[config.mk]
export PLATFORM = sky130hd
export DESIGN_NAME = i2c_bit_level_master_flat
export DESIGN_NICKNAME = d
export VERILOG_FILES = /design/src/i2cm_pkg.sv /design/src/i2cm_chan_if.sv /design/src/i2cm_front.sv /design/src/i2cm_back.sv /design/src/i2c_bit_level_master.sv /design/src/flat_wrapper.sv
export SDC_FILE = /design/constraint.sdc
export NUM_CORES = 1
export LEC_CHECK = 0
export ABC_AREA = 1
export BUFFER_PORTS_ARGS = -buffer_cell sky130_fd_sc_hd__buf_2
export CAP_MARGIN = 10
export CORE_UTILIZATION = 28
export CTS_CLUSTER_SIZE = 10
export DETAILED_ROUTE_END_ITERATION = 8
export SETUP_SLACK_MARGIN = 0.05
export SLEW_MARGIN = 5
export SYNTH_ARGS = -nofsm -noshare
export SYNTH_HDL_FRONTEND = slang
export SYNTH_SLANG_ARGS = --single-unit
[constraint.sdc]
create_clock -name clock -period 2.8 [get_ports clock]
set_clock_uncertainty 0.1 [all_clocks]
set_input_delay 0.7 -clock clock [delete_from_list [all_inputs] [get_ports clock]]
set_output_delay 0.7 -clock clock [all_outputs]
set_load 0.1 [all_outputs]
[src/i2cm_pkg.sv]
// ----------------------------------------------------------------------------
// i2cm_pkg
// Shared types, constants and helpers of the I2C master bit engine.
// ----------------------------------------------------------------------------
`default_nettype none

package i2cm_pkg;

   localparam int BITS_PER_BYTE  = 8;
   localparam int COUNTER_WIDTH  = 17;
   localparam int QPT_WIDTH      = 16;
   localparam int HOLD_WIDTH     = QPT_WIDTH + 1;
   localparam int BIT_IDX_WIDTH  = 4;
   localparam int OPCODE_WIDTH   = 3;

   localparam logic [QPT_WIDTH-1:0] QPT_RESET = QPT_WIDTH'(25);

   // queue between front and back, depth is a power of two
   localparam int QUEUE_DEPTH     = 2;
   localparam int QUEUE_PTR_WIDTH = $clog2(QUEUE_DEPTH);
   localparam int QUEUE_CNT_WIDTH = $clog2(QUEUE_DEPTH + 1);

   localparam logic [OPCODE_WIDTH-1:0] OP_NONE  = 3'd0;
   localparam logic [OPCODE_WIDTH-1:0] OP_START = 3'd1;
   localparam logic [OPCODE_WIDTH-1:0] OP_STOP  = 3'd2;
   localparam logic [OPCODE_WIDTH-1:0] OP_WRITE = 3'd3;
   localparam logic [OPCODE_WIDTH-1:0] OP_READ  = 3'd4;

   typedef enum logic [3:0] {
      PH_IDLE     = 4'd0,
      PH_ST_SCLHI = 4'd1,
      PH_ST_SDALO = 4'd2,
      PH_SP_SDALO = 4'd3,
      PH_SP_SCLHI = 4'd4,
      PH_SP_SDAHI = 4'd5,
      PH_BIT_LOW  = 4'd6,
      PH_BIT_DATA = 4'd7,
      PH_BIT_HIGH = 4'd8,
      PH_BIT_WAIT = 4'd9,
      PH_ACK_LOW  = 4'd10,
      PH_ACK_SDA  = 4'd11,
      PH_ACK_HIGH = 4'd12,
      PH_ACK_END  = 4'd13
   } phase_type;

   // one classified input item as held in the queue
   typedef struct packed {
      logic                          is_cmd;
      logic [OPCODE_WIDTH-1:0]       opcode;
      logic [BITS_PER_BYTE-1:0]      write_data;
      logic                          send_ack;
      logic                          scl_in;
      logic                          sda_in;
   } queue_item_type;

   // queue head as seen by the back end
   typedef struct packed {
      logic           valid;
      queue_item_type item;
   } queue_head_type;

   localparam int SAT_WIDTH = HOLD_WIDTH + COUNTER_WIDTH;
   localparam logic [SAT_WIDTH-1:0] CNT_MAX_EXT =
      SAT_WIDTH'({COUNTER_WIDTH{1'b1}});

   // clamp a hold length to what the counter can hold
   function automatic logic [COUNTER_WIDTH-1:0] sat_hold(input logic [HOLD_WIDTH-1:0] n);
      logic [SAT_WIDTH-1:0] ext;
      ext = SAT_WIDTH'(n);
      if (ext > CNT_MAX_EXT) begin
         return {COUNTER_WIDTH{1'b1}};
      end
      return ext[COUNTER_WIDTH-1:0];
   endfunction

endpackage

`default_nettype wire

[src/i2cm_chan_if.sv]
// ----------------------------------------------------------------------------
// i2cm channel interfaces
// Valid/ready channels for request items and result items.
// ----------------------------------------------------------------------------
`default_nettype none

interface i2cm_req_if import i2cm_pkg::*; ();
   logic                      valid;
   logic                      ready;
   logic [OPCODE_WIDTH-1:0]   opcode;
   logic [BITS_PER_BYTE-1:0]  write_data;
   logic                      send_ack;
   logic                      scl_in;
   logic                      sda_in;

   modport source (output valid, output opcode, output write_data, output send_ack,
                   output scl_in, output sda_in, input ready);
   modport sink   (input valid, input opcode, input write_data, input send_ack,
                   input scl_in, input sda_in, output ready);
endinterface

interface i2cm_rsp_if import i2cm_pkg::*; ();
   logic                      valid;
   logic                      ready;
   logic                      scl_out;
   logic                      sda_out;
   logic                      busy_res;
   logic                      done_res;
   logic [BITS_PER_BYTE-1:0]  read_data;
   logic                      ack_received;

   modport source (output valid, output scl_out, output sda_out, output busy_res,
                   output done_res, output read_data, output ack_received, input ready);
   modport sink   (input valid, input scl_out, input sda_out, input busy_res,
                   input done_res, input read_data, input ack_received, output ready);
endinterface

`default_nettype wire

[src/i2cm_front.sv]
// ----------------------------------------------------------------------------
// i2cm_front
// Accepts request items, classifies the opcode and queues them for the engine.
// ----------------------------------------------------------------------------
`default_nettype none

module i2cm_front import i2cm_pkg::*; (
   input  wire logic       clock,
   input  wire logic       reset,
   i2cm_req_if.sink        req_bus,
   input  wire logic       pop,
   output queue_head_type  head
);

   queue_item_type                 entry_ff [QUEUE_DEPTH];
   logic [QUEUE_PTR_WIDTH-1:0]     wr_ptr_ff, wr_ptr_in;
   logic [QUEUE_PTR_WIDTH-1:0]     rd_ptr_ff, rd_ptr_in;
   logic [QUEUE_CNT_WIDTH-1:0]     count_ff, count_in;
   logic                           push;
   queue_item_type                 new_item;

   assign req_bus.ready = (count_ff != QUEUE_CNT_WIDTH'(QUEUE_DEPTH));
   assign push          = req_bus.valid && req_bus.ready;

   always_comb begin
      new_item.is_cmd     = (req_bus.opcode == OP_START) || (req_bus.opcode == OP_STOP) ||
                            (req_bus.opcode == OP_WRITE) || (req_bus.opcode == OP_READ);
      new_item.opcode     = req_bus.opcode;
      new_item.write_data = req_bus.write_data;
      new_item.send_ack   = req_bus.send_ack;
      new_item.scl_in     = req_bus.scl_in;
      new_item.sda_in     = req_bus.sda_in;
   end

   always_comb begin
      wr_ptr_in = push ? wr_ptr_ff + 1'b1 : wr_ptr_ff;
      rd_ptr_in = pop  ? rd_ptr_ff + 1'b1 : rd_ptr_ff;
      count_in  = count_ff;
      if (push && !pop) begin
         count_in = count_ff + 1'b1;
      end else if (pop && !push) begin
         count_in = count_ff - 1'b1;
      end
   end

   always_ff @(posedge clock) begin
      if (reset) begin
         wr_ptr_ff <= '0;
         rd_ptr_ff <= '0;
         count_ff  <= '0;
      end else begin
         wr_ptr_ff <= wr_ptr_in;
         rd_ptr_ff <= rd_ptr_in;
         count_ff  <= count_in;
      end
   end

   always_ff @(posedge clock) begin
      if (push) begin
         entry_ff[wr_ptr_ff] <= new_item;
      end
   end

   assign head.valid = (count_ff != '0);
   assign head.item  = entry_ff[rd_ptr_ff];

endmodule

`default_nettype wire

[src/i2cm_back.sv]
// ----------------------------------------------------------------------------
// i2cm_back
// Bit engine: steps the line sequencer once per queued item, registers result.
// ----------------------------------------------------------------------------
`default_nettype none

module i2cm_back import i2cm_pkg::*; (
   input  wire logic                  clock,
   input  wire logic                  reset,
   input  wire logic                  csr_we,
   input  wire logic [QPT_WIDTH-1:0]  csr_wdata,
   input  wire queue_head_type        head,
   output logic                       pop,
   i2cm_rsp_if.source                 rsp_bus
);

   logic [QPT_WIDTH-1:0]      qpt_ff;
   phase_type                 phase_ff, phase_in;
   logic [OPCODE_WIDTH-1:0]   act_ff, act_in;
   logic [BIT_IDX_WIDTH-1:0]  bit_ff, bit_in, bit_next;
   logic [BITS_PER_BYTE-1:0]  shift_ff, shift_in;
   logic [COUNTER_WIDTH-1:0]  hold_ff, hold_in;
   logic                      ack_send_ff, ack_send_in;
   logic                      scl_ff, scl_in;
   logic                      sda_ff, sda_in;
   logic                      last_ack_ff, last_ack_in;
   logic [BITS_PER_BYTE-1:0]  rx_ff, rx_in;
   logic                      done;

   logic                      out_valid_ff, out_valid_in;
   logic                      o_scl_ff, o_sda_ff, o_busy_ff, o_done_ff, o_ack_ff;
   logic [BITS_PER_BYTE-1:0]  o_rx_ff;

   logic [HOLD_WIDTH-1:0]     q_ticks;
   logic [COUNTER_WIDTH-1:0]  hold_q, hold_h;
   logic                      wr, wr_e, do_enter;
   phase_type                 enter_ph;
   queue_item_type            it;

   assign it  = head.item;
   assign pop = head.valid && (!out_valid_ff || rsp_bus.ready);

   // quarter period zero counts as one
   assign q_ticks = (qpt_ff == '0) ? HOLD_WIDTH'(1) : HOLD_WIDTH'(qpt_ff);
   assign hold_q  = sat_hold(q_ticks - 1'b1);
   assign hold_h  = sat_hold((q_ticks << 1) - 1'b1);

   always_comb begin
      phase_in    = phase_ff;
      act_in      = act_ff;
      bit_in      = bit_ff;
      bit_next    = bit_ff + 1'b1;
      shift_in    = shift_ff;
      hold_in     = hold_ff;
      ack_send_in = ack_send_ff;
      scl_in      = scl_ff;
      sda_in      = sda_ff;
      last_ack_in = last_ack_ff;
      rx_in       = rx_ff;
      done        = 1'b0;
      do_enter    = 1'b0;
      enter_ph    = PH_IDLE;
      wr          = (act_ff == OP_WRITE);
      wr_e        = 1'b0;

      if (pop) begin
         priority if (phase_ff == PH_IDLE) begin
            if (it.is_cmd) begin
               act_in      = it.opcode;
               bit_in      = '0;
               shift_in    = (it.opcode == OP_WRITE) ? it.write_data : '0;
               ack_send_in = it.send_ack;
               do_enter    = 1'b1;
               if (it.opcode == OP_START) begin
                  enter_ph = PH_ST_SCLHI;
               end else if (it.opcode == OP_STOP) begin
                  enter_ph = PH_SP_SDALO;
               end else begin
                  enter_ph = PH_BIT_LOW;
               end
            end
         end else if (phase_ff == PH_BIT_WAIT) begin
            // clock stretching: wait until scl reads back high
            if (it.scl_in) begin
               shift_in = {shift_ff[BITS_PER_BYTE-2:0], wr ? 1'b0 : it.sda_in};
               bit_in   = bit_next;
               do_enter = 1'b1;
               if (bit_next >= BIT_IDX_WIDTH'(BITS_PER_BYTE)) begin
                  if (!wr) begin
                     rx_in = shift_in;
                  end
                  enter_ph = PH_ACK_LOW;
               end else begin
                  enter_ph = PH_BIT_LOW;
               end
            end
         end else if (hold_ff != '0) begin
            hold_in = hold_ff - 1'b1;
         end else begin
            unique case (phase_ff)
               PH_ST_SCLHI: begin do_enter = 1'b1; enter_ph = PH_ST_SDALO; end
               PH_SP_SDALO: begin do_enter = 1'b1; enter_ph = PH_SP_SCLHI; end
               PH_SP_SCLHI: begin do_enter = 1'b1; enter_ph = PH_SP_SDAHI; end
               PH_BIT_LOW: begin
                  do_enter = 1'b1;
                  enter_ph = wr ? PH_BIT_DATA : PH_BIT_HIGH;
               end
               PH_BIT_DATA: begin do_enter = 1'b1; enter_ph = PH_BIT_HIGH; end
               PH_BIT_HIGH: begin
                  phase_in = PH_BIT_WAIT;
                  hold_in  = '0;
               end
               PH_ACK_LOW: begin do_enter = 1'b1; enter_ph = PH_ACK_SDA; end
               PH_ACK_SDA: begin do_enter = 1'b1; enter_ph = PH_ACK_HIGH; end
               PH_ACK_HIGH: begin
                  if (wr) begin
                     last_ack_in = !it.sda_in;
                  end
                  do_enter = 1'b1;
                  enter_ph = PH_ACK_END;
               end
               default: begin
                  // end of start, stop or ack slot
                  phase_in = PH_IDLE;
                  act_in   = OP_NONE;
                  hold_in  = '0;
                  done     = 1'b1;
               end
            endcase
         end

         if (do_enter) begin
            wr_e     = (act_in == OP_WRITE);
            phase_in = enter_ph;
            hold_in  = hold_h;
            unique case (enter_ph)
               PH_ST_SCLHI: scl_in = 1'b1;
               PH_ST_SDALO: sda_in = 1'b0;
               PH_SP_SDALO: sda_in = 1'b0;
               PH_SP_SCLHI: begin scl_in = 1'b1; hold_in = hold_q; end
               PH_SP_SDAHI: sda_in = 1'b1;
               PH_BIT_LOW: begin
                  scl_in = 1'b0;
                  if (wr_e) begin
                     hold_in = hold_q;
                  end else begin
                     sda_in = 1'b1;
                  end
               end
               PH_BIT_DATA: sda_in = shift_in[BITS_PER_BYTE-1];
               PH_BIT_HIGH: scl_in = 1'b1;
               PH_ACK_LOW: begin scl_in = 1'b0; hold_in = hold_q; end
               PH_ACK_SDA: sda_in = wr_e ? 1'b1 : !ack_send_in;
               PH_ACK_HIGH: scl_in = 1'b1;
               PH_ACK_END: scl_in = 1'b0;
               default: begin
                  phase_in = PH_IDLE;
                  hold_in  = '0;
               end
            endcase
         end
      end
   end

   always_comb begin
      out_valid_in = out_valid_ff;
      if (pop) begin
         out_valid_in = 1'b1;
      end else if (rsp_bus.ready) begin
         out_valid_in = 1'b0;
      end
   end

   always_ff @(posedge clock) begin
      if (reset) begin
         qpt_ff       <= QPT_RESET;
         phase_ff     <= PH_IDLE;
         act_ff       <= OP_NONE;
         bit_ff       <= '0;
         shift_ff     <= '0;
         hold_ff      <= '0;
         ack_send_ff  <= 1'b0;
         scl_ff       <= 1'b1;
         sda_ff       <= 1'b1;
         last_ack_ff  <= 1'b0;
         rx_ff        <= '0;
         out_valid_ff <= 1'b0;
      end else begin
         if (csr_we) begin
            qpt_ff <= csr_wdata;
         end
         phase_ff     <= phase_in;
         act_ff       <= act_in;
         bit_ff       <= bit_in;
         shift_ff     <= shift_in;
         hold_ff      <= hold_in;
         ack_send_ff  <= ack_send_in;
         scl_ff       <= scl_in;
         sda_ff       <= sda_in;
         last_ack_ff  <= last_ack_in;
         rx_ff        <= rx_in;
         out_valid_ff <= out_valid_in;
      end
   end

   always_ff @(posedge clock) begin
      if (pop) begin
         o_scl_ff  <= scl_in;
         o_sda_ff  <= sda_in;
         o_busy_ff <= (phase_in != PH_IDLE);
         o_done_ff <= done;
         o_rx_ff   <= rx_in;
         o_ack_ff  <= last_ack_in;
      end
   end

   assign rsp_bus.valid        = out_valid_ff;
   assign rsp_bus.scl_out      = o_scl_ff;
   assign rsp_bus.sda_out      = o_sda_ff;
   assign rsp_bus.busy_res     = o_busy_ff;
   assign rsp_bus.done_res     = o_done_ff;
   assign rsp_bus.read_data    = o_rx_ff;
   assign rsp_bus.ack_received = o_ack_ff;

endmodule

`default_nettype wire

[src/i2c_bit_level_master.sv]
// ----------------------------------------------------------------------------
// i2c_bit_level_master
// I2C master bit engine stepped by one request item per line sample tick.
// ----------------------------------------------------------------------------
// Each request item carries an optional command (start, stop, write byte,
// read byte) and the sampled scl/sda levels of one tick. Every item yields
// exactly one result item: the scl/sda drive after that tick, busy, a done
// pulse, the last read byte and the last write ack.
// The quarter bit period in ticks is written through csr_we/csr_wdata by
// the user only while the engine is idle (not enforced); zero counts as one.
// Throughput: one item per cycle while rsp_bus.ready is high. An accepted
// item lands in a two-entry queue, the engine steps it from the queue head
// and its result is shown from the output register.
// The engine itself is a single sequencer step per item, so no item waits
// on another beyond the queue and output register.
// When rsp_bus.ready is low the result holds, the engine stops stepping and
// the queue fills; req_bus.ready drops once both queue entries are taken.
// Reset (synchronous) empties the queue and output register, sets the
// engine idle with both lines released and the quarter period to 25.
// ----------------------------------------------------------------------------
`default_nettype none

module i2c_bit_level_master import i2cm_pkg::*; (
   input  wire logic                  clock,
   input  wire logic                  reset,
   input  wire logic                  csr_we,
   input  wire logic [QPT_WIDTH-1:0]  csr_wdata,
   i2cm_req_if.sink                   req_bus,
   i2cm_rsp_if.source                 rsp_bus
);

   queue_head_type head;
   logic           pop;

   i2cm_front u_front (
      .clock   (clock),
      .reset   (reset),
      .req_bus (req_bus),
      .pop     (pop),
      .head    (head)
   );

   i2cm_back u_back (
      .clock     (clock),
      .reset     (reset),
      .csr_we    (csr_we),
      .csr_wdata (csr_wdata),
      .head      (head),
      .pop       (pop),
      .rsp_bus   (rsp_bus)
   );

   // an accepted item is in the queue on the next cycle
   a_push_visible: assert property (@(posedge clock) disable iff (reset)
      (req_bus.valid && req_bus.ready) |=> head.valid)
      else $error("accepted item missing from queue");

   // the engine only steps when the result register can take the step
   a_pop_room: assert property (@(posedge clock) disable iff (reset)
      pop |=> rsp_bus.valid)
      else $error("stepped item lost its result");

   // a finishing command leaves the engine idle
   a_done_idle: assert property (@(posedge clock) disable iff (reset)
      (rsp_bus.valid && rsp_bus.done_res) |-> !rsp_bus.busy_res)
      else $error("done reported while busy");

   // done lasts one item
   a_done_pulse: assert property (@(posedge clock) disable iff (reset)
      (rsp_bus.valid && rsp_bus.ready && rsp_bus.done_res)
         |=> !(rsp_bus.valid && rsp_bus.done_res))
      else $error("done longer than one item");

endmodule

`default_nettype wire

[src/flat_wrapper.sv]
// flat-port wrapper written by rule: the top's interface ports become plain ports
module i2c_bit_level_master_flat import i2cm_pkg::*;
  (clock, reset, csr_we, csr_wdata, req_bus_valid, req_bus_opcode, req_bus_write_data, req_bus_send_ack, req_bus_scl_in, req_bus_sda_in, req_bus_ready, rsp_bus_valid, rsp_bus_scl_out, rsp_bus_sda_out, rsp_bus_busy_res, rsp_bus_done_res, rsp_bus_read_data, rsp_bus_ack_received, rsp_bus_ready);
  i2cm_req_if req_bus_i ();
  i2cm_rsp_if rsp_bus_i ();
  input  wire logic clock;
  input  wire logic reset;
  input  wire logic csr_we;
  input  wire logic [QPT_WIDTH-1:0] csr_wdata;
  input wire logic [$bits(req_bus_i.valid)-1:0] req_bus_valid;
  input wire logic [$bits(req_bus_i.opcode)-1:0] req_bus_opcode;
  input wire logic [$bits(req_bus_i.write_data)-1:0] req_bus_write_data;
  input wire logic [$bits(req_bus_i.send_ack)-1:0] req_bus_send_ack;
  input wire logic [$bits(req_bus_i.scl_in)-1:0] req_bus_scl_in;
  input wire logic [$bits(req_bus_i.sda_in)-1:0] req_bus_sda_in;
  output wire logic [$bits(req_bus_i.ready)-1:0] req_bus_ready;
  output wire logic [$bits(rsp_bus_i.valid)-1:0] rsp_bus_valid;
  output wire logic [$bits(rsp_bus_i.scl_out)-1:0] rsp_bus_scl_out;
  output wire logic [$bits(rsp_bus_i.sda_out)-1:0] rsp_bus_sda_out;
  output wire logic [$bits(rsp_bus_i.busy_res)-1:0] rsp_bus_busy_res;
  output wire logic [$bits(rsp_bus_i.done_res)-1:0] rsp_bus_done_res;
  output wire logic [$bits(rsp_bus_i.read_data)-1:0] rsp_bus_read_data;
  output wire logic [$bits(rsp_bus_i.ack_received)-1:0] rsp_bus_ack_received;
  input wire logic [$bits(rsp_bus_i.ready)-1:0] rsp_bus_ready;
  assign req_bus_i.valid = req_bus_valid;
  assign req_bus_i.opcode = req_bus_opcode;
  assign req_bus_i.write_data = req_bus_write_data;
  assign req_bus_i.send_ack = req_bus_send_ack;
  assign req_bus_i.scl_in = req_bus_scl_in;
  assign req_bus_i.sda_in = req_bus_sda_in;
  assign req_bus_ready = req_bus_i.ready;
  assign rsp_bus_valid = rsp_bus_i.valid;
  assign rsp_bus_scl_out = rsp_bus_i.scl_out;
  assign rsp_bus_sda_out = rsp_bus_i.sda_out;
  assign rsp_bus_busy_res = rsp_bus_i.busy_res;
  assign rsp_bus_done_res = rsp_bus_i.done_res;
  assign rsp_bus_read_data = rsp_bus_i.read_data;
  assign rsp_bus_ack_received = rsp_bus_i.ack_received;
  assign rsp_bus_i.ready = rsp_bus_ready;
  i2c_bit_level_master u_core (.clock(clock), .reset(reset), .csr_we(csr_we), .csr_wdata(csr_wdata), .req_bus(req_bus_i), .rsp_bus(rsp_bus_i));
endmodule
=== Yosys cells after proc, flatten, opt, wreduce, memory -nomap -nowiden ===
Memories as Yosys holds them, arrays and structs flattened. A register that Yosys moved wholly into a read port is not among the register bits.
Cells that the tools add are included.

* Bits in registers: 82
* Input port bits: 35
* Word-level logic and storage cells: 182
* Output and inout port bits: 15
* Bits in writable memories: 30
* Memories: 1

{| class="wikitable"
|+ Memories
! memory !! words !! bits a word !! read ports !! clocked after Yosys merged registers in !! wr ports !! RTL line !! source
|-
| u_core.u_front.entry_ff || 2 || 15 || 1 || 1 || 1 || i2cm_front.sv:15 || <nowiki>queue_item_type entry_ff [QUEUE_DEPTH];</nowiki>
|}

* Add/sub/neg operators: 8
* Reductions and logical operators: 33
* Muxes and demuxes: 81
* Equal/unequal tests: 36
* $lt $le $gt $ge: 1

{| class="wikitable"
|+ Operators by type and width
! kind !! number
|-
| 2-to-1 mux 17 bit || 6
|-
| 2-to-1 mux 8 bit || 11
|-
| 2-to-1 mux 4 bit || 17
|-
| case mux 17 bit (3 select lines) || 1
|-
| == test 4 bit, second input constant || 10
|-
| subtractor 17 x 1 -> 17 bit, second input constant || 2
|-
| case mux 4 bit (8 select lines) || 1
|-
| 2-to-1 mux 1 bit || 30
|-
| == test 4 x 3 -> 1 bit, second input constant || 7
|-
| 2-to-1 mux 3 bit || 9
|-
| == test 3 x 2 -> 1 bit, second input constant || 6
|-
| OR reduction 9 bit || 2
|-
| nonzero test 17 bit || 1
|-
| subtractor 16 x 1 -> 17 bit, second input constant || 1
|-
| zero test 16 bit || 1
|-
| 2-to-1 mux 16 bit || 1
|-
| == test 4 x 2 -> 1 bit, second input constant || 3
|-
| OR reduction 12 bit || 1
|-
| nonzero test 2 bit || 5
|-
| == test 4 x 1 -> 1 bit, second input constant || 2
|-
| case mux 4 bit (2 select lines) || 1
|-
| AND reduction 4 bit || 2
|-
| OR reduction 8 bit || 1
|-
| == test 3 x 1 -> 1 bit, second input constant || 2
|-
| 20 further kinds || 36
|}

=== Logic depth before layout (Yosys ltp) ===
* Depth after elaboration: 13
* Mapped depth: 21
* Depth with buffers taken out: 20

=== Cells and area by module ===
Synthesis repeated with hierarchy kept, for this count alone.

* Cell total of the unflattened synthesis: 790
* Area, all modules: 6110.9 sq um

{| class="wikitable"
|+ Modules (own cells, without submodules)
! module !! area an instance (sq um) !! cells each !! instances !! seq. area each (sq um)
|-
| i2cm_back || 4725.8 || 706 || 1 || 1691.6
|-
| i2cm_front || 1385.1 || 84 || 1 || 1001.0
|}

=== Least setup slack after synthesis ===
No wires, ideal clock.

* Path type: register -> register
* Start: register u_core.u_back.out_valid_ff (netlist: u_core.u_back.rsp_bus.valid)
* End: register u_core.u_back.o_rx_ff[0] (netlist: u_core.u_back.rsp_bus.read_data[0]) (data pin)
* Clock period less this slack: 2.529 ns
* Required time: 2.444 ns
* Data arrival time: 2.173 ns
* Path slack: 0.271 ns
* Stages on the path, launching flop included: 10
* Library setup time: 0.256 ns
* Path buffers: 2
* Cell sequence: dfxtp_1 -> inv_1 -> nor2_1 -> a21oi_4 -> inv_1 -> or4_1 -> clkbuf_1 -> buf_2 -> o21ai_1 -> inv_1

* Word-level cells in the longest chain between the ends: 4

{| class="wikitable"
|+ RTL lines
! element !! RTL line !! source
|-
| start, declared || i2cm_back.sv:30 || <nowiki>logic out_valid_ff, out_valid_in;</nowiki>
|-
| start signal, assigned || i2cm_back.sv:202 || <nowiki>out_valid_ff <= out_valid_in;</nowiki>
|-
| zero test 1 bit || i2cm_back.sv:41 || <nowiki>assign pop = head.valid && (!out_valid_ff || rsp_bus.ready);</nowiki>
|-
| logical OR 1 bit || i2cm_back.sv:41 ||
|-
| logical AND 1 bit || i2cm_back.sv:41 ||
|-
| 2-to-1 mux 8 bit || i2cm_back.sv:66 || <nowiki>if (pop) begin</nowiki>
|-
| net u_core.u_back.rx_in[0] || i2cm_back.sv:27 || <nowiki>logic [BITS_PER_BYTE-1:0] rx_ff, rx_in;</nowiki>
|-
| end signal, assigned || i2cm_back.sv:212 || <nowiki>o_rx_ff <= rx_in;</nowiki>
|-
| end, declared || i2cm_back.sv:32 || <nowiki>logic [BITS_PER_BYTE-1:0] o_rx_ff;</nowiki>
|}

The timed path passes the listed nets, and every way through them passes these cells.
A chain may end at the register's enable or synchronous reset.

=== Worst setup path in the final report ===
* Start: register u_core.u_back.qpt_ff[9]
* End: register u_core.u_back.hold_ff[10]

* Word-level cells in the longest chain between the ends: 6
* Elaborated cells between the ends (all ways): 7
* Those cells by class: 2 x add/sub; 4 x mux; 1 x reduce/logical

{| class="wikitable"
|+ RTL lines
! element !! RTL line !! source
|-
| start, declared || i2cm_back.sv:17 || <nowiki>logic [QPT_WIDTH-1:0] qpt_ff;</nowiki>
|-
| start signal, assigned || i2cm_back.sv:190 || <nowiki>qpt_ff <= csr_wdata;</nowiki>
|-
| zero test 16 bit || i2cm_back.sv:44 || <nowiki>assign q_ticks = (qpt_ff == '0) ? HOLD_WIDTH'(1) : HOLD_WIDTH'(qpt_ff);</nowiki>
|-
| 2-to-1 mux 16 bit (*) || i2cm_back.sv:44 ||
|-
| subtractor 17 x 1 -> 17 bit or subtractor 16 x 1 -> 17 bit (tied branches) || i2cm_back.sv:46, i2cm_back.sv:45 ||
|-
| 2-to-1 mux 17 bit || i2cm_back.sv:144 || <nowiki>if (wr_e) begin</nowiki>
|-
| case mux 17 bit (3 select lines) (*) || i2cm_back.sv:136 || <nowiki>unique case (enter_ph)</nowiki>
|-
| 2-to-1 mux 17 bit (*) || i2cm_back.sv:132 || <nowiki>if (do_enter) begin</nowiki>
|-
| end signal, assigned || i2cm_back.sv:196 || <nowiki>hold_ff <= hold_in;</nowiki>
|-
| end, declared || i2cm_back.sv:22 || <nowiki>logic [COUNTER_WIDTH-1:0] hold_ff, hold_in;</nowiki>
|}

Mark *: on every way between the ends. The rest lies on a longest branch, timed or not.

==> key figures <==
Outcome
  – Status: finished clean

Setup path
  – Worst reg2reg path depth: 14
  – CP endpoint kind: flop
  – Startpoint Class: flop
  – Critical Path RT: approximately 3.1 ns
  – CP Cell Sequence: nor2_1 -> nand2_1 -> nor2_1 -> a31oi_2 -> ha_1 -> nand2_1 -> nor3_1 -> buf_4 -> nand2_1 -> xnor2_1 -> nand2_1 -> nand3_2 -> nand2_1 -> inv_1
  – Crit path depth: 14
  – Family with the most delay on the worst path: simple AND/OR/NAND/NOR gates
  – WS Path Type: reg -> reg
  – Slowest stage delay, CP: approximately 0.4 ns
  – Reg2reg start: u_core.u_back.qpt_ff[9]
  – Setup slack, reg-to-reg: between 0.2 and 0.25 ns
  – Worst Setup EP: u_core.u_back.hold_ff[10]
  – Critical Path Source: u_core.u_back.qpt_ff[9]
  – Arrival @ worst endpoint: 2.82 ns
  – Slowest stage cell, crit path: dfxtp_1
  – Most used cell, CP: nand2_1
  – Critical path buffer and inverter count: 2
  – Reg2Reg Capture Point: u_core.u_back.hold_ff[10]
  – CP max FO: 4

Global routing
  – GRT Overall Usage: a little over an eighth
  – Initial antenna violation count: 0
  – Vias in the first global route: just under 5000
  – First-pass GRT wire length: ~24000 um
  – Grt ovf: 0
  – Largest net degree at the start of global routing: 52

Clocking
  – Root buffer cell: clkbuf_16
  – H-tree depth: 4
  – Clock insertion delay at the later pin of the skew report: 0.42 ns
  – Hold-fix buffers, CTS: 0
  – Clock sinks: roughly 110
  – CTS tree: built
  – Clock transition at path regs: ~0.060 ns
  – Clock buffer depth: 2
  – TritonCTS Buffers: 17

Synthesis
  – Most numerous cell in the Yosys netlist: nand2_1
  – Commonest cells in the synthesized netlist: 136 x nand2_1, 113 x inv_1, 108 x nor2_1, 70 x dfxtp_1, 66 x o21ai_0
  – Mux cell area share after synthesis: approximately 1.3%
  – Sequential share of the synthesized area: between 40% and 50%
  – Prevailing post-synth register cell: dfxtp_1
  – YS warnings: 0
  – Synth area leader: dfxtp_1
  – Synth Area in Adders: around 1%
  – XOR/XNOR share of the synthesized area: under 10%
  – Largest family of logic cells by synthesized area: simple AND/OR/NAND/NOR gates
  – Post-Synthesis Cells: between 700 and 800
  – EDFF count, synth: 43
  – Async SR Flop Fraction: 0%
  – Syn nets: roughly 830
  – Complex-gate fraction of the synthesized area: a little over an eighth
  – Yosys cell types: between 50 and 60
  – Synth Register Bits: 113
  – Mapped cell area: ~0.0062 mm2
  – Top cells by area, synth: dfxtp_1 23%, edfxtp_1 21%, nand2_1 8.2%
  – Mapped Avg Cell Area: between 7 and 8 um2
  – Simple-Gate Fraction of Synth Area: 28.1%
  – Top-area cell type share of the netlist area: ~23%

Power and ir drop
  – Total power: a little over 9000 uW
  – Combinational fraction of design power: 49.5%
  – Psw: 4230 uW
  – Leakage power: 0.00356 uW
  – Cell area power density: around 1200 mW/mm2
  – Largest vdd supply drop: ~0.0006 V
  – Clock group share of total power: around a quarter
  – Sequential share of power: between 20% and 30%
  – Total internal power: approximately 5100 uW
  – Switching Fraction: 45.2%

STA
  – Unrepaired setup endpoints after global routing: true
  – Final setup violating endpoints: 0
  – F_max: between 300 and 400 MHz
  – Setup TNS: 0 ns
  – Fin crit period: 2.55 ns
  – Slew Limit Fails: 0
  – Number of hold violations in the final report: 0
  – Slew @ Worst Pin: between 0.5 and 0.6 ns
  – Slew HR: between 60% and 70%
  – Crit share post-route: 91.2%

Worst hold path
  – Worst hold path class: reg -> reg

Layout
  – Ratio of cells with drive above 1 in the final layout: around a fifth
  – Nets@finish: around 900
  – N_diodes: 0
  – Area grow syn2layout: 20.3%
  – Finished Layout Cells: 1152
  – Fillers: roughly 2200

Routing
  – DR vias: 5146
  – DR DRC count: 0
  – Routed wire length: around 14000 um
  – DRT antenna net count: 0
  – Drt pass-1 iters: 4
  – Wire per inst: ~13 um
  – Vias per inst: around 4.5
  – Initial DRC Count: around 290

Place
  – Port Buf Inserts: slightly below 50
  – Post-DP HPWL: roughly 10000 um
  – GP Congestion: between 0.8 and 0.9
  – Placed cells: between 1000 and 1500

Die
  – Die height: around 150 um
  – Core area: between 0.02 and 0.025 mm2
  – Die width: around 150 um
  – Die Area: roughly 0.023 mm2
  – Row Count: 54
  – Initial Utilization: between 20% and 30%
  – I/O pins: 50

Flow run
  – Max Cap Viol: 0
[logic make-up after synthesis]
family / count (synthesis)
flip-flops: 113
adder cells (fa/ha/maj): 5
buffers and inverters: 144
multiplexers: 8
AO/OA/AOI/OAI: 142
XOR/XNOR: 27
AND/OR/NAND/NOR: 355
[cell type report]
| cell class | instances | area, um2 | area share [%] |
|---|---|---|---|
| Multi-Input combinational cell | 537 | 2960 | 39.5 |
| Timing Repair Buffer | 70 | 407 | 5.43 |
| Tap cell | 280 | 350 | 4.68 |
| Clock inverter | 8 | 125 | 1.67 |
| Sequential cell | 113 | 2690 | 36.0 |
| Inverter | 120 | 450 | 6.01 |
| Clock buffer | 24 | 504 | 6.73 |
[sequential cells by signal, summed over array words and instances (netlist names), 2 cells and up, named ones only]
signal,flops
u_core.u_back.qpt_ff,16
u_core.u_back.hold_ff,17
u_core.u_front.entry_ff,30
u_core.u_front.count_ff,2
u_core.u_back.bit_ff,4
u_core.u_back.phase_ff,4
u_core.u_back.rx_ff,8
u_core.u_back.act_ff,3
u_core.u_back.rsp_bus.read_data,8
u_core.u_back.shift_ff,8
[worst min-delay path by stage]
stage,start,slack (ns),endpoint,cells past startpoint
4_1_cts,req_bus_write_data[4],0.35,u_core.u_front.entry_ff[0][7],1
6_report,u_core.u_front.rd_ptr_ff,0.35,u_core.u_front.rd_ptr_ff,1
3_5_place_dp,u_core.u_back.scl_ff,0.34,u_core.u_back.scl_ff,2
5_1_grt,req_bus_write_data[4],0.35,u_core.u_front.entry_ff[0][7],1
2_1_floorplan,u_core.u_back.scl_ff,0.32,u_core.u_back.scl_ff,2
3_3_place_gp,u_core.u_back.scl_ff,0.34,u_core.u_back.scl_ff,2
[layout by cell type (no fill, tap or decap), drive strengths merged, types with 5 or more instances in the layout]
master  synthesis  layout
nand2         158     158
nor2          123     123
inv           119     119
o21ai          82      82
dfxtp          70      70
buf            11      70
nand3          49      49
edfxtp         43      43
a21oi          36      36
clkbuf         13      24
xor2           18      18
nand4          11      11
xnor2           9       9
mux2i           8       8
a211oi          7       7
nor3            5       5
ha              5       5
a31oi           5       5
clkinv          1       5
[power by group through the flow]
stage	Sequential [uW]	Combinational [uW]	Clock, uW
6_report	2450	4630	2280
5_1_grt	2500	5140	2390
4_1_cts	2450	4550	2320
3_5_place_dp	2480	4520	0
3_3_place_gp	2480	4500	0
2_1_floorplan	2980	3200	0
[metrics by stage]
step                      hold WS [ns]  area (um2)  worst slack, ns  utilization [%]
after global routing             0.352        7490           0.0350             34.3
after CTS                        0.350        7430            0.115             34.1
after detailed placement         0.344        6800            0.132             31.2
after global placement           0.336        6800            0.213             31.2
final                            0.352        7490            0.245             34.3
after floorplan                  0.324        6230            0.271                -
[worst reg2reg max path, delay by kind of cell, from the launching register on]
kind | cells | cell delay [ns]
compound gates | 1 | 0.25
xor+xnor | 1 | 0.35
fa+ha+maj | 1 | 0.25
buf+inv | 2 | 0.23
flops | 1 | 0.39
simple gates | 9 | 0.93
[timing repair]
item,in CTS,in global routing
setup buffers,0,5
resized for setup,0,5
setup endpoints to repair,0,25
[layer usage]
metal | global-route usage, % | part of all wire [%]
met5 | 0 | 0
met4 | 4.90 | 1.3
met3 | 3.01 | 2.5
met2 | 21.9 | 46
met1 | 17.3 | 50
No activity file was read; power rests on OpenSTA's default activity.
